--- src/sv/adln_pkg.sv ---
// shared types, constants and microcode for the adaline lms trainer
package adln_pkg;

   // fixed-point format and field widths
   localparam int FRAC_BITS = 12;
   localparam int MODE_W    = 2;
   localparam int SAMPLE_W  = 16;
   localparam int WGT_W     = 32;
   localparam int SQ_W      = 48;
   localparam int RATE_W    = 16;
   localparam int LIMIT_W   = 48;
   localparam int ERR_W     = WGT_W + 1;
   localparam int OPA_W     = ERR_W;
   localparam int OPB_W     = 25;
   localparam int PROD_W    = OPA_W + OPB_W;
   localparam int ACC_W     = ((PROD_W > WGT_W + FRAC_BITS) ? PROD_W : WGT_W + FRAC_BITS) + 2;
   localparam int SQ_FIT_W  = 24;

   // configuration port
   localparam int CSR_DATA_W = 64;
   localparam int CSR_ADDR_W = 5;
   localparam int CSR_IDX_W  = 2;
   localparam int CSR_IDX_LO = 3;

   localparam logic [CSR_IDX_W-1:0] REG_RATE  = 2'd0;
   localparam logic [CSR_IDX_W-1:0] REG_LIMIT = 2'd1;
   localparam logic [CSR_IDX_W-1:0] REG_INIT  = 2'd2;

   // reset values: learning rate 0.01, error limit and initial weight 0.1, in the respective formats
   localparam logic [RATE_W-1:0]        RATE_RST  = 16'd655;
   localparam logic [LIMIT_W-1:0]       LIMIT_RST =
      LIMIT_W'(((64'd1 << (2 * FRAC_BITS)) + 64'd5) / 64'd10);
   localparam logic signed [WGT_W-1:0]  INIT_RST  =
      WGT_W'(((64'd1 << FRAC_BITS) + 64'd5) / 64'd10);

   // item modes
   localparam logic [MODE_W-1:0] MODE_TRAIN   = 2'd0;
   localparam logic [MODE_W-1:0] MODE_INFER   = 2'd1;
   localparam logic [MODE_W-1:0] MODE_RESTART = 2'd2;

   typedef struct packed {
      logic [MODE_W-1:0]          mode;
      logic signed [SAMPLE_W-1:0] sample_one;
      logic signed [SAMPLE_W-1:0] sample_two;
      logic signed [SAMPLE_W-1:0] target;
      logic                       epoch_last;
   } req_type;

   typedef struct packed {
      logic signed [WGT_W-1:0] net_value;
      logic [SQ_W-1:0]         squared_error;
      logic                    class_out;
      logic                    epoch_done;
      logic                    converged;
      logic signed [WGT_W-1:0] weight_one_out;
      logic signed [WGT_W-1:0] weight_two_out;
      logic signed [WGT_W-1:0] bias_out;
   } rsp_type;

   // microcode
   typedef enum logic [2:0] {
      MUL_IDLE,
      MUL_W1X1,
      MUL_W2X2,
      MUL_RATE_ERR,
      MUL_ERR_SQ,
      MUL_STEP_X1,
      MUL_STEP_X2
   } mul_sel_type;

   typedef enum logic [1:0] {
      ACC_HOLD,
      ACC_LOAD,
      ACC_ADD
   } acc_op_type;

   typedef enum logic [1:0] {
      JMP_NONE,
      JMP_ALWAYS,
      JMP_NOT_TRAIN
   } jump_type;

   localparam int UCODE_DEPTH = 11;
   localparam int PC_W        = $clog2(UCODE_DEPTH);

   localparam logic [PC_W-1:0] UC_START   = PC_W'(0);
   localparam logic [PC_W-1:0] UC_RESTART = PC_W'(9);
   localparam logic [PC_W-1:0] UC_FINISH  = PC_W'(10);

   typedef struct packed {
      mul_sel_type     mul_sel;
      acc_op_type      acc_op;
      logic            net_en;
      logic            err_en;
      logic            step_en;
      logic            sq_en;
      logic            w1_en;
      logic            sum_en;
      logic            w2b_en;
      logic            epoch_en;
      logic            restart_en;
      logic            emit;
      jump_type        jump;
      logic [PC_W-1:0] target;
   } ctrl_type;

   localparam ctrl_type CTRL_NOP = ctrl_type'('0);

   function automatic ctrl_type ucode(input logic [PC_W-1:0] pc);
      ctrl_type c;
      c = CTRL_NOP;
      case (pc)
         PC_W'(0): begin
            c.mul_sel = MUL_W1X1;
            c.acc_op  = ACC_LOAD;
         end
         PC_W'(1): begin
            c.mul_sel = MUL_W2X2;
            c.acc_op  = ACC_ADD;
         end
         PC_W'(2): begin
            c.net_en = 1'b1;
            c.jump   = JMP_NOT_TRAIN;
            c.target = UC_FINISH;
         end
         PC_W'(3): begin
            c.err_en = 1'b1;
         end
         PC_W'(4): begin
            c.mul_sel = MUL_RATE_ERR;
         end
         PC_W'(5): begin
            c.mul_sel = MUL_ERR_SQ;
            c.step_en = 1'b1;
         end
         PC_W'(6): begin
            c.mul_sel = MUL_STEP_X1;
            c.sq_en   = 1'b1;
         end
         PC_W'(7): begin
            c.mul_sel = MUL_STEP_X2;
            c.w1_en   = 1'b1;
            c.sum_en  = 1'b1;
         end
         PC_W'(8): begin
            c.w2b_en   = 1'b1;
            c.epoch_en = 1'b1;
            c.jump     = JMP_ALWAYS;
            c.target   = UC_FINISH;
         end
         PC_W'(9): begin
            c.restart_en = 1'b1;
         end
         PC_W'(10): begin
            c.emit = 1'b1;
         end
         default: begin
            // unused addresses fall back to the result step
            c.jump   = JMP_ALWAYS;
            c.target = UC_FINISH;
         end
      endcase
      return c;
   endfunction

   localparam logic signed [ACC_W-1:0] WORD_MAX = ACC_W'(64'sd2147483647);
   localparam logic signed [ACC_W-1:0] WORD_MIN = -WORD_MAX - ACC_W'(64'sd1);

   // clamp a wide signed value to the 32 bit weight range
   function automatic logic signed [WGT_W-1:0] sat_word(input logic signed [ACC_W-1:0] v);
      logic signed [WGT_W-1:0] r;
      if (v > WORD_MAX) begin
         r = WGT_W'(WORD_MAX);
      end else if (v < WORD_MIN) begin
         r = WGT_W'(WORD_MIN);
      end else begin
         r = WGT_W'(v);
      end
      return r;
   endfunction

endpackage

--- src/sv/adln_datapath.sv ---
// arithmetic datapath: shared multiplier, accumulator, weights and epoch sum
module adln_datapath import adln_pkg::*; (
   input  logic                       clock,
   input  logic                       reset,
   input  logic                       start,
   input  req_type                    start_item,
   input  ctrl_type                   ctrl,
   input  logic [RATE_W-1:0]          learning_rate,
   input  logic [LIMIT_W-1:0]         error_limit,
   input  logic signed [WGT_W-1:0]    initial_weight,
   output logic                       is_train,
   output rsp_type                    result
);

   req_type                    item_ff, item_in;
   logic signed [PROD_W-1:0]   prod_ff, prod_in;
   logic signed [ACC_W-1:0]    acc_ff, acc_in;
   logic signed [WGT_W-1:0]    net_ff, net_in;
   logic                       class_ff, class_in;
   logic signed [ERR_W-1:0]    err_ff, err_in;
   logic signed [ERR_W-1:0]    step_ff, step_in;
   logic [SQ_W-1:0]            sq_ff, sq_in;
   logic                       done_ff, done_in;
   logic                       conv_ff, conv_in;
   logic signed [WGT_W-1:0]    w1_ff, w1_in;
   logic signed [WGT_W-1:0]    w2_ff, w2_in;
   logic signed [WGT_W-1:0]    bias_ff, bias_in;
   logic [SQ_W-1:0]            sum_ff, sum_in;

   logic signed [OPA_W-1:0]    opa;
   logic signed [OPB_W-1:0]    opb;
   logic signed [OPB_W-1:0]    err_lo;
   logic signed [ACC_W-1:0]    net_sum;
   logic signed [ACC_W-1:0]    upd_w;
   logic signed [ACC_W-1:0]    upd_b;
   logic [SQ_W:0]              sum_add;
   logic                       sq_fits;

   assign is_train = (item_ff.mode == MODE_TRAIN);

   // operand select for the shared multiplier
   always_comb begin
      err_lo = err_ff[OPB_W-1:0];
      opa    = '0;
      opb    = '0;
      case (ctrl.mul_sel)
         MUL_W1X1: begin
            opa = OPA_W'(w1_ff);
            opb = OPB_W'(item_ff.sample_one);
         end
         MUL_W2X2: begin
            opa = OPA_W'(w2_ff);
            opb = OPB_W'(item_ff.sample_two);
         end
         MUL_RATE_ERR: begin
            opa = err_ff;
            opb = OPB_W'($signed({1'b0, learning_rate}));
         end
         MUL_ERR_SQ: begin
            opa = OPA_W'(err_lo);
            opb = err_lo;
         end
         MUL_STEP_X1: begin
            opa = step_ff;
            opb = OPB_W'(item_ff.sample_one);
         end
         MUL_STEP_X2: begin
            opa = step_ff;
            opb = OPB_W'(item_ff.sample_two);
         end
         default: begin
            opa = '0;
            opb = '0;
         end
      endcase
   end

   always_comb begin
      // the square is exact only while |e| stays below 2^24
      sq_fits = (err_ff[ERR_W-1:SQ_FIT_W] == '0) ||
                ((err_ff[ERR_W-1:SQ_FIT_W] == '1) && (err_ff[SQ_FIT_W-1:0] != '0));
      net_sum = acc_ff + ACC_W'(prod_ff);
      upd_w   = (ACC_W'(prod_ff) >>> FRAC_BITS);
      upd_b   = ACC_W'(bias_ff) + ACC_W'(step_ff);
      sum_add = {1'b0, sum_ff} + {1'b0, sq_ff};

      item_in  = item_ff;
      prod_in  = opa * opb;
      acc_in   = acc_ff;
      net_in   = net_ff;
      class_in = class_ff;
      err_in   = err_ff;
      step_in  = step_ff;
      sq_in    = sq_ff;
      done_in  = done_ff;
      conv_in  = conv_ff;
      w1_in    = w1_ff;
      w2_in    = w2_ff;
      bias_in  = bias_ff;
      sum_in   = sum_ff;

      if (start) begin
         item_in  = start_item;
         net_in   = '0;
         class_in = 1'b0;
         sq_in    = '0;
         done_in  = 1'b0;
         conv_in  = 1'b0;
      end

      case (ctrl.acc_op)
         ACC_LOAD: acc_in = ACC_W'(bias_ff) <<< FRAC_BITS;
         ACC_ADD:  acc_in = net_sum;
         default:  acc_in = acc_ff;
      endcase

      if (ctrl.net_en) begin
         net_in   = sat_word(net_sum >>> FRAC_BITS);
         class_in = ~net_in[WGT_W-1];
      end
      if (ctrl.err_en) begin
         err_in = ERR_W'(item_ff.target) - ERR_W'(net_ff);
      end
      if (ctrl.step_en) begin
         step_in = ERR_W'(prod_ff >>> RATE_W);
      end
      if (ctrl.sq_en) begin
         sq_in = sq_fits ? prod_ff[SQ_W-1:0] : '1;
      end
      if (ctrl.w1_en) begin
         w1_in = sat_word(ACC_W'(w1_ff) + upd_w);
      end
      if (ctrl.sum_en) begin
         sum_in = sum_add[SQ_W] ? '1 : sum_add[SQ_W-1:0];
      end
      if (ctrl.w2b_en) begin
         w2_in   = sat_word(ACC_W'(w2_ff) + upd_w);
         bias_in = sat_word(upd_b);
      end
      if (ctrl.epoch_en && item_ff.epoch_last) begin
         done_in = 1'b1;
         conv_in = ((sum_ff >> 1) <= error_limit);
         sum_in  = '0;
      end
      if (ctrl.restart_en) begin
         w1_in   = initial_weight;
         w2_in   = initial_weight;
         bias_in = initial_weight;
         sum_in  = '0;
      end
   end

   always_ff @(posedge clock) begin
      if (reset) begin
         w1_ff   <= INIT_RST;
         w2_ff   <= INIT_RST;
         bias_ff <= INIT_RST;
         sum_ff  <= '0;
      end else begin
         w1_ff   <= w1_in;
         w2_ff   <= w2_in;
         bias_ff <= bias_in;
         sum_ff  <= sum_in;
      end
   end

   always_ff @(posedge clock) begin
      item_ff  <= item_in;
      prod_ff  <= prod_in;
      acc_ff   <= acc_in;
      net_ff   <= net_in;
      class_ff <= class_in;
      err_ff   <= err_in;
      step_ff  <= step_in;
      sq_ff    <= sq_in;
      done_ff  <= done_in;
      conv_ff  <= conv_in;
   end

   always_comb begin
      result.net_value      = net_ff;
      result.squared_error  = sq_ff;
      result.class_out      = class_ff;
      result.epoch_done     = done_ff;
      result.converged      = conv_ff;
      result.weight_one_out = w1_ff;
      result.weight_two_out = w2_ff;
      result.bias_out       = bias_ff;
   end

endmodule

--- src/sv/adaline_lms_neuron_trainer_unit.sv ---
// top level: microcode sequencer, register file and result register
//
// Two-input ADALINE neuron with bias, trained by the LMS rule in fixed point.
// Items enter on req_valid/req_ready with a req_type payload; one result per
// item leaves on rsp_valid/rsp_ready with a rsp_type payload. Registers sit
// on the csr_ APB-style port at byte addresses 0, 8 and 16.
// One item is worked at a time by an 11-step microprogram that drives a
// single shared 33x25 multiplier; each multiply and add takes its own step.
// Train items run every step but the restart step; infer items jump from
// the net step to the result step; restart items run only the restart and
// result steps. req_ready returns only at the edge that loads the result.
// The result register frees the datapath: the next item is accepted while
// a result still waits. If that result is still not taken when the next one
// is ready, the sequencer holds at its result step until the transfer.
// Synchronous reset restores the registers to their defaults, all weights
// to 0.1 and the epoch sum to zero; no clearing pass is needed.
module adaline_lms_neuron_trainer_unit import adln_pkg::*; (
   input  logic                   clock,
   input  logic                   reset,
   input  logic                   req_valid,
   output logic                   req_ready,
   input  req_type                req_data,
   output logic                   rsp_valid,
   input  logic                   rsp_ready,
   output rsp_type                rsp_data,
   input  logic                   csr_psel,
   input  logic                   csr_penable,
   input  logic                   csr_pwrite,
   input  logic [CSR_ADDR_W-1:0]  csr_paddr,
   input  logic [CSR_DATA_W-1:0]  csr_pwdata,
   output logic [CSR_DATA_W-1:0]  csr_prdata,
   output logic                   csr_pready
);

   logic                     busy_ff, busy_in;
   logic [PC_W-1:0]          pc_ff, pc_in;
   logic                     rsp_valid_ff, rsp_valid_in;
   rsp_type                  rsp_data_ff, rsp_data_in;
   logic [RATE_W-1:0]        rate_ff, rate_in;
   logic [LIMIT_W-1:0]       limit_ff, limit_in;
   logic signed [WGT_W-1:0]  init_ff, init_in;

   ctrl_type                 ctrl;
   ctrl_type                 dp_ctrl;
   logic                     accept;
   logic                     out_free;
   logic                     emit_now;
   logic                     is_train;
   logic                     csr_wr;
   logic [CSR_IDX_W-1:0]     csr_idx;
   rsp_type                  dp_result;

   assign ctrl      = ucode(pc_ff);
   assign dp_ctrl   = busy_ff ? ctrl : CTRL_NOP;
   assign req_ready = ~busy_ff;
   assign accept    = req_valid & ~busy_ff;
   assign out_free  = ~rsp_valid_ff | rsp_ready;
   assign emit_now  = busy_ff & ctrl.emit & out_free;

   // step counter and dispatch
   always_comb begin
      busy_in = busy_ff;
      pc_in   = pc_ff;
      if (accept) begin
         busy_in = 1'b1;
         pc_in   = (req_data.mode == MODE_RESTART) ? UC_RESTART : UC_START;
      end else if (busy_ff) begin
         if (ctrl.emit) begin
            if (out_free) begin
               busy_in = 1'b0;
               pc_in   = UC_START;
            end
         end else if ((ctrl.jump == JMP_ALWAYS) ||
                      ((ctrl.jump == JMP_NOT_TRAIN) && ~is_train)) begin
            pc_in = ctrl.target;
         end else begin
            pc_in = pc_ff + PC_W'(1);
         end
      end
   end

   // result register
   always_comb begin
      rsp_valid_in = rsp_valid_ff;
      rsp_data_in  = rsp_data_ff;
      if (rsp_valid_ff && rsp_ready) begin
         rsp_valid_in = 1'b0;
      end
      if (emit_now) begin
         rsp_valid_in = 1'b1;
         rsp_data_in  = dp_result;
      end
   end

   // register file
   assign csr_wr     = csr_psel & csr_penable & csr_pwrite;
   assign csr_idx    = csr_paddr[CSR_IDX_LO +: CSR_IDX_W];
   assign csr_pready = 1'b1;

   always_comb begin
      rate_in  = rate_ff;
      limit_in = limit_ff;
      init_in  = init_ff;
      if (csr_wr) begin
         case (csr_idx)
            REG_RATE:  rate_in  = csr_pwdata[RATE_W-1:0];
            REG_LIMIT: limit_in = csr_pwdata[LIMIT_W-1:0];
            REG_INIT:  init_in  = csr_pwdata[WGT_W-1:0];
            default:   rate_in  = rate_ff;
         endcase
      end
   end

   always_comb begin
      case (csr_idx)
         REG_RATE:  csr_prdata = CSR_DATA_W'(rate_ff);
         REG_LIMIT: csr_prdata = CSR_DATA_W'(limit_ff);
         REG_INIT:  csr_prdata = CSR_DATA_W'($unsigned(init_ff));
         default:   csr_prdata = '0;
      endcase
   end

   always_ff @(posedge clock) begin
      if (reset) begin
         busy_ff      <= 1'b0;
         pc_ff        <= UC_START;
         rsp_valid_ff <= 1'b0;
         rate_ff      <= RATE_RST;
         limit_ff     <= LIMIT_RST;
         init_ff      <= INIT_RST;
      end else begin
         busy_ff      <= busy_in;
         pc_ff        <= pc_in;
         rsp_valid_ff <= rsp_valid_in;
         rate_ff      <= rate_in;
         limit_ff     <= limit_in;
         init_ff      <= init_in;
      end
   end

   always_ff @(posedge clock) begin
      rsp_data_ff <= rsp_data_in;
   end

   assign rsp_valid = rsp_valid_ff;
   assign rsp_data  = rsp_data_ff;

   adln_datapath u_datapath (
      .clock          (clock),
      .reset          (reset),
      .start          (accept),
      .start_item     (req_data),
      .ctrl           (dp_ctrl),
      .learning_rate  (rate_ff),
      .error_limit    (limit_ff),
      .initial_weight (init_ff),
      .is_train       (is_train),
      .result         (dp_result)
   );

endmodule

--- config.mk ---
export PLATFORM = sky130hd
export DESIGN_NAME = adaline_lms_neuron_trainer_unit
export DESIGN_NICKNAME = d
export VERILOG_FILES = /design/src/sv/adln_pkg.sv /design/src/sv/adln_datapath.sv /design/src/sv/adaline_lms_neuron_trainer_unit.sv
export SDC_FILE = /design/constraint.sdc
export NUM_CORES = 2
export LEC_CHECK = 0
export BUFFER_PORTS_ARGS = -buffer_cell sky130_fd_sc_hd__buf_2
export CORE_AREA = 4 4 402 305
export CTS_BUF_LIST = sky130_fd_sc_hd__clkbuf_8
export DETAILED_ROUTE_END_ITERATION = 10
export DIE_AREA = 0 0 406 309
export HOLD_SLACK_MARGIN = 0.1
export PLACE_DENSITY = 0.78
export SLEW_MARGIN = 20
export SYNTH_ARGS = -nofsm -noshare
export SYNTH_HDL_FRONTEND = slang
export SYNTH_SLANG_ARGS = --single-unit
--- constraint.sdc ---
create_clock -name clock -period 12.3 [get_ports clock]
set_input_delay 0 -clock clock [delete_from_list [all_inputs] [get_ports clock]]
set_output_delay 0 -clock clock [all_outputs]
set_load 0.05 [all_outputs]
# After elaboration in Yosys (flattened, before gate mapping)
# Cells that the tools add are included.
dict set report classes {
  eq_ne 25
  order_cmp 9
  mul 1
  bitwise_logic 10
  n_addsub 7
  n_reduce_logical 28
  n_mux 52
}
# op count
set op_table {}
lappend op_table {{$mux 32} 17}
lappend op_table {{$mux 48} 4}
lappend op_table {{$gt 60x32->1 const B} 3}
lappend op_table {{$lt 60x32->1 const B} 3}
lappend op_table {{$pmux 33 s5} 1}
lappend op_table {{$pmux 48 s3} 1}
lappend op_table {{$pmux 60 s2} 1}
lappend op_table {{$pmux 25 s4} 1}
lappend op_table {{$add 32x46->47} 2}
lappend op_table {{$add 60x58->60} 1}
lappend op_table {{$mul 33x25->58} 1}
lappend op_table {{$add 48x48->49} 1}
lappend op_table {{$gt 48x32->1 const B} 1}
lappend op_table {{$le 47x48->1} 1}
lappend op_table {{$lt 48x32->1 const B} 1}
lappend op_table {{$add 32x33->34} 1}
lappend op_table {{$sub 16x32->33} 1}
lappend op_table {{$mux 4} 6}
lappend op_table {{$reduce_bool 24->1} 1}
lappend op_table {{$mux 21} 1}
lappend op_table {{$pmux 3 s6} 1}
lappend op_table {{$eq 4x3->1 const B} 4}
lappend op_table {{$reduce_bool 2->1} 8}
lappend op_table {{$mux 1} 15}
lappend op_table {{26 further kinds} 55}
dict set report totals {
  reg_bits 743
  word_cells 164
  output_inout_bits 246
  input_bits 127
}

# Longest topological paths before layout
dict set report logic_depth {
  word_depth 10
  depth_mapped 45
  ltp_nobuf 40
}

# By module
# Synthesis repeated with hierarchy kept, for this count alone.
dict set report unflattened {
  cells_unflattened 7740
  hier_area_um2 71413.5
}
# module cells_per_inst area_per_inst_um2 n_inst seq_area_each_um2
set modules_own_cells {}
lappend modules_own_cells {adln_datapath 6946 61371.4 1 11841.4}
lappend modules_own_cells {adaline_lms_neuron_trainer_unit 794 10042.1 1 7417.1}

# Worst setup path after synthesis
# OpenSTA, ideal clock, no wires.
dict set report synth_timing {
  path_type {flip-flop to flip-flop}
  start {register pc_ff[0]}
  end {register u_datapath.prod_ff[54]}
  arrival_time_ps 10332
  stages_incl_launch_ff 43
  path_buffers 6
  required_time_ps 12228
  setup_ps 72
  setup_slack_ps 1896
  synth_period_minus_slack_ps 10404
  path_cell_list {dfxtp_1 inv_1 ha_1 clkbuf_1 nand3_1 clkbuf_1 o21ai_0 ha_1 and2_1 clkbuf_1 or2_2 clkbuf_1 clkbuf_1 a221oi_1 nor2_1 fa_1 inv_1 fa_1 (+7 left out) inv_1 fa_1 inv_1 ha_1 clkbuf_1 a21oi_1 o21ai_0 a21oi_1 o21ai_1 nor4_1 o21ai_1 a41oi_1 o211ai_1 and3_1 or4b_1 a31o_2 a311oi_1 xnor2_1}
}
dict set report synth_between {
  elab_chain_len 7
  elab_cells_between_ends 20
  cone_classes {mul: 1; eq/ne: 11; mux: 4; reduce/logical: 4}
}
# element line_no
set synth_rtl {}
lappend synth_rtl {{from (decl)} adaline_lms_neuron_trainer_unit.sv:36} ;# logic [PC_W-1:0] pc_ff, pc_in;
lappend synth_rtl {{from (signal assigned)} adaline_lms_neuron_trainer_unit.sv:133} ;# pc_ff <= pc_in;
lappend synth_rtl {{$eq 4x3->1, or another cell as far along} adln_pkg.sv:112} ;# case (pc)
lappend synth_rtl {{$pmux 3 s6 *} adln_pkg.sv:112}
lappend synth_rtl {{$mux 21 *} adaline_lms_neuron_trainer_unit.sv:54} ;# assign dp_ctrl = busy_ff ? ctrl : CTRL_NOP;
lappend synth_rtl {{$eq 3x3->1, or another cell as far along} adln_datapath.sv:46} ;# case (ctrl.mul_sel)
lappend synth_rtl {{$reduce_or 2->1 (no line)} -}
lappend synth_rtl {{$pmux 33 s5 or $pmux 25 s4 (tied branches)} adln_datapath.sv:46}
lappend synth_rtl {{$mul 33x25->58 *} adln_datapath.sv:88} ;# prod_in = opa * opb;
lappend synth_rtl {{named net u_datapath.prod_in[54]} adln_datapath.sv:16} ;# logic signed [PROD_W-1:0] prod_ff, prod_in;
lappend synth_rtl {{to (signal assigned)} adln_datapath.sv:169} ;# prod_ff <= prod_in;
lappend synth_rtl {{to (decl)} adln_datapath.sv:16}
# The timed path passes the listed nets; every way through them passes the cells marked *.
# A chain may end at the register's enable or synchronous reset.

# Worst setup path in the final report
dict set report layout_timing {
  start {register pc_ff[0]}
  end {register u_datapath.prod_ff[50]}
}
# Same word-level chain as after synthesis.

==> metrics.md <==
| Metric | Value |
|---|---|
| R2R Path End | `u_datapath.prod_ff[50]` |
| DIE HEIGHT | `309 um` |
| Drt total wl | `253,000 um` |
| Fmax achieved | `0.0836 GHz` |
| Sequential share of the synthesized area | `0.272` |
| Post-synth cell types | `87` |
| Setup violators final | `0` |
| Area of the multi-input gates | `0.0463 mm2` |
| First-pass GRT wire length | `376,000 um` |
| Dominant cells by area after synthesis | `fa_1 (24%), edfxtp_1 (19%), dfxtp_1 (8.6%), ha_1 (8.4%), inv_1 (5.8%)` |
| Post-layout nets | `9,719` |
| Ys flop type | `edfxtp_1` |
| P per Cell Area | `82.8 mW/mm2` |
| Total congestion overflow | `0` |
| Worst endpoint required time | `13,030 ps` |
| CTS Sinks | `743` |
| Final period utilization | `0.973` |
| Setup crit end | `u_datapath.prod_ff[50]` |
| DIE AREA | `0.125 mm2` |
| Initial core utilization | `0.596` |
| Crit path launch | `pc_ff[0]` |
| Outcome | `completed` |
| Final Util | `0.669` |
| Die X | `406 um` |
| Clock skew | `92.8 ps` |
| Residual DRC count | `0` |
| GRT Overall Usage | `0.404` |
| Leak pwr | `37.7 nW` |
| Area Overhead vs Synth | `12.2%` |
| IR drop worst, VDD | `0.125 mV` |
| RSZ-0062 raised after global routing | `false` |
| Worst R2R Path Depth | `37` |
| I/O Pins | `373` |
| CP max stage cell | `or4b_2` |
| CTS Buffer Depth | `3` |
| Port Buffers | `336` |
| Most frequent CP cell | `fa_1` |
| Max FO, Critical Path | `41` |
| Period minus WS final | `11,970 ps` |
| MaxCap Viol Count | `0` |
| Cell Area, Synth | `0.0709 mm2` |
| #FFs+latches synth | `743` |
| Reg area | `0.0193 mm2` |
| Vias/cell | `6.25` |
| WP data arrival | `12,690 ps` |
| Syn Area/Cell | `9.15 um2` |
| Pin count of the biggest net entering global routing | `97` |
| Warnings, synthesis | `0` |
| H-tree levels | `3` |
| Detail Placement HPWL | `195,000 um` |
| Final ANT Viol Nets | `0` |
| Clock slew at reported path FFs | `70 ps` |
| Clock buffer count from CTS | `117` |
| Worst-Margin Slew | `1220 ps` |
| Share of the synthesized area in the top cell type | `0.240` |
| R2R Path Start | `pc_ff[0]` |
| Drt wl/cell | `25.5 um` |
| Fraction of registers with async set or reset after synthesis | `0` |
| CP max stage delay | `720 ps` |
| Cells after synthesis | `7,745` |
| Area leader, netlist | `fa_1` |
| Clock insertion delay at the later pin of the skew report | `910 ps` |
| Synth top cells by count | `inv_1 (1,087), nand2_1 (902), fa_1 (848)` |
| Initial antenna violation count | `22` |
| Most frequent cell after synthesis | `inv_1` |
| Critical path launch point type | `flop` |
| Routed vias | `62,149` |
| Root Driver | `clkbuf_8` |
| Final Hold Viols | `0` |
| Share of cells above drive strength 1 | `0.0936` |
| Final TNS setup | `0 ps` |
| EDFF count, synth | `438` |
| Class of the worst hold path | `input port to flop` |
| CTS tree | `built` |
| DR iter-0 viols | `8,410` |
| Crit end category | `flop` |
| Fill count | `9,393` |
| Vias in the first global route | `60,548` |
| PostCTS Resize Cnt | `0` |
| Relative slew slack | `0.179` |
| # rows | `110` |
| Core ar. | `0.119 mm2` |
| R2r setup slk | `330 ps` |
| DRT Pass-1 Iters | `9` |
| RePlAce Congestion | `1.07` |
| Final Slew Violations | `0` |
| Kind of critical path | `flop to flop` |
==> kinds of logic (layout without fill, tap and decap cells) <==
logic type | count (synthesis) | after routing | synth area share
compound gates | 1655 | 1655 | 0.150
xor+xnor | 287 | 287 | 0.0355
fa+ha+maj | 1325 | 1325 | 0.324
buf+inv | 1455 | 2062 | 0.0781
flops | 743 | 743 | 0.272
mux | 19 | 19 | 0.00268
other cells | 2 | 29 | 0.000106
simple gates | 2259 | 2259 | 0.138
==> routing by layer <==
| layer | vias to the layer above | wire [um] | global-route usage |
|---|---|---|---|
| li1 | 26820 | - | - |
| met1 | 30267 | 96500 | 0.553 |
| met2 | 4277 | 104000 | 0.574 |
| met3 | 771 | 38400 | 0.146 |
| met4 | 14 | 14600 | 0.188 |
| met5 | - | 153 | 0 |
==> worst min path at each step <==
stage / start / end / slack (ps) / cells after the start
after floorplan: req_data[0] / u_datapath.item_ff[0] / 100 / 0
after global placement: req_data[33] / u_datapath.item_ff[33] / 180 / 1
after detailed placement: req_data[10] / u_datapath.item_ff[10] / 180 / 1
after CTS: req_data[50] / pc_ff[0] / 110 / 6
after global routing: req_data[49] / pc_ff[3] / 160 / 6
final: req_data[49] / pc_ff[0] / 170 / 6
==> through the flow <==
step | hold WS (ps) | total power [mW] | area (um2) | setup slack (ps) | std cells
after CTS | 108 | 6.49 | 79500 | 767 | 9935
after floorplan | 98.9 | 3.75 | 70900 | 1900 | 7760
after global placement | 177 | 4.26 | 74800 | 1050 | 9490
after detailed placement | 178 | 4.28 | 74800 | 825 | 9490
final | 168 | 6.58 | 79500 | 335 | 9947
after global routing | 157 | 6.79 | 79500 | 71.5 | 9940
==> worst max-delay path: cells and delay by family (launching register included) <==
kind | cells | cell delay [ps]
simple gates | 7 | 1730
fa+ha+maj | 10 | 4580
compound gates | 12 | 3660
flops | 1 | 350
mux | 1 | 210
buf+inv | 7 | 1220
==> layout by cell type, fill, tap and decap left out, drive strengths merged, types with 42 or more instances in the layout <==
master	netlist	routed
inv	1087	1118
nand2	902	902
fa	848	848
nor2	796	796
buf	33	529
a21oi	499	499
ha	477	477
edfxtp	438	438
o21ai	383	383
dfxtp	305	305
dlygate4sd3	0	226
a21o	210	210
xnor2	196	196
clkbuf	334	127
xor2	91	91
nand3	84	84
o21bai	76	76
nor3	71	71
nand4	69	69
nand2b	67	67
and2	66	66
a211oi	56	56
a221oi	53	53
clkinv	1	52
nor2b	46	46
o21a	42	42
a22oi	42	42
==> power breakdown <==
part	switching (mW)	internal, mW
Clock	1.12	1.10
Combinational	0.995	0.496
Sequential	0.134	2.75
Total	2.25	4.34
==> state kept, by name, summed over array words and instances (netlist names), 4 cells and up <==
| name | count |
|---|---|
| init_ff | 32 |
| limit_ff | 48 |
| pc_ff | 4 |
| rate_ff | 16 |
| rsp_data | 179 |
| u_datapath.acc_ff | 60 |
| u_datapath.bias_ff | 32 |
| u_datapath.err_ff | 33 |
| u_datapath.item_ff | 51 |
| u_datapath.net_ff | 32 |
| u_datapath.prod_ff | 58 |
| u_datapath.sq_ff | 48 |
| u_datapath.step_ff | 33 |
| u_datapath.sum_ff | 48 |
| u_datapath.w1_ff | 32 |
| u_datapath.w2_ff | 32 |
==> cell type report <==
cell class	count	share of cell area
tap	1568	0.0247
antenna	12	0.000378
clock inverter	92	0.00803
timing repair buffer	755	0.0685
sequential	743	0.242
clock buffer	127	0.0220
inverter	1088	0.0514
multi-input combinational	5562	0.583
==> timing repair <==
action                    in CTS  in global routing
setup buffers                  0                  0
hold buffers                 226                  0
hold endpoints to repair     207                  0
Note: power is estimated with default switching activity, not from simulation.
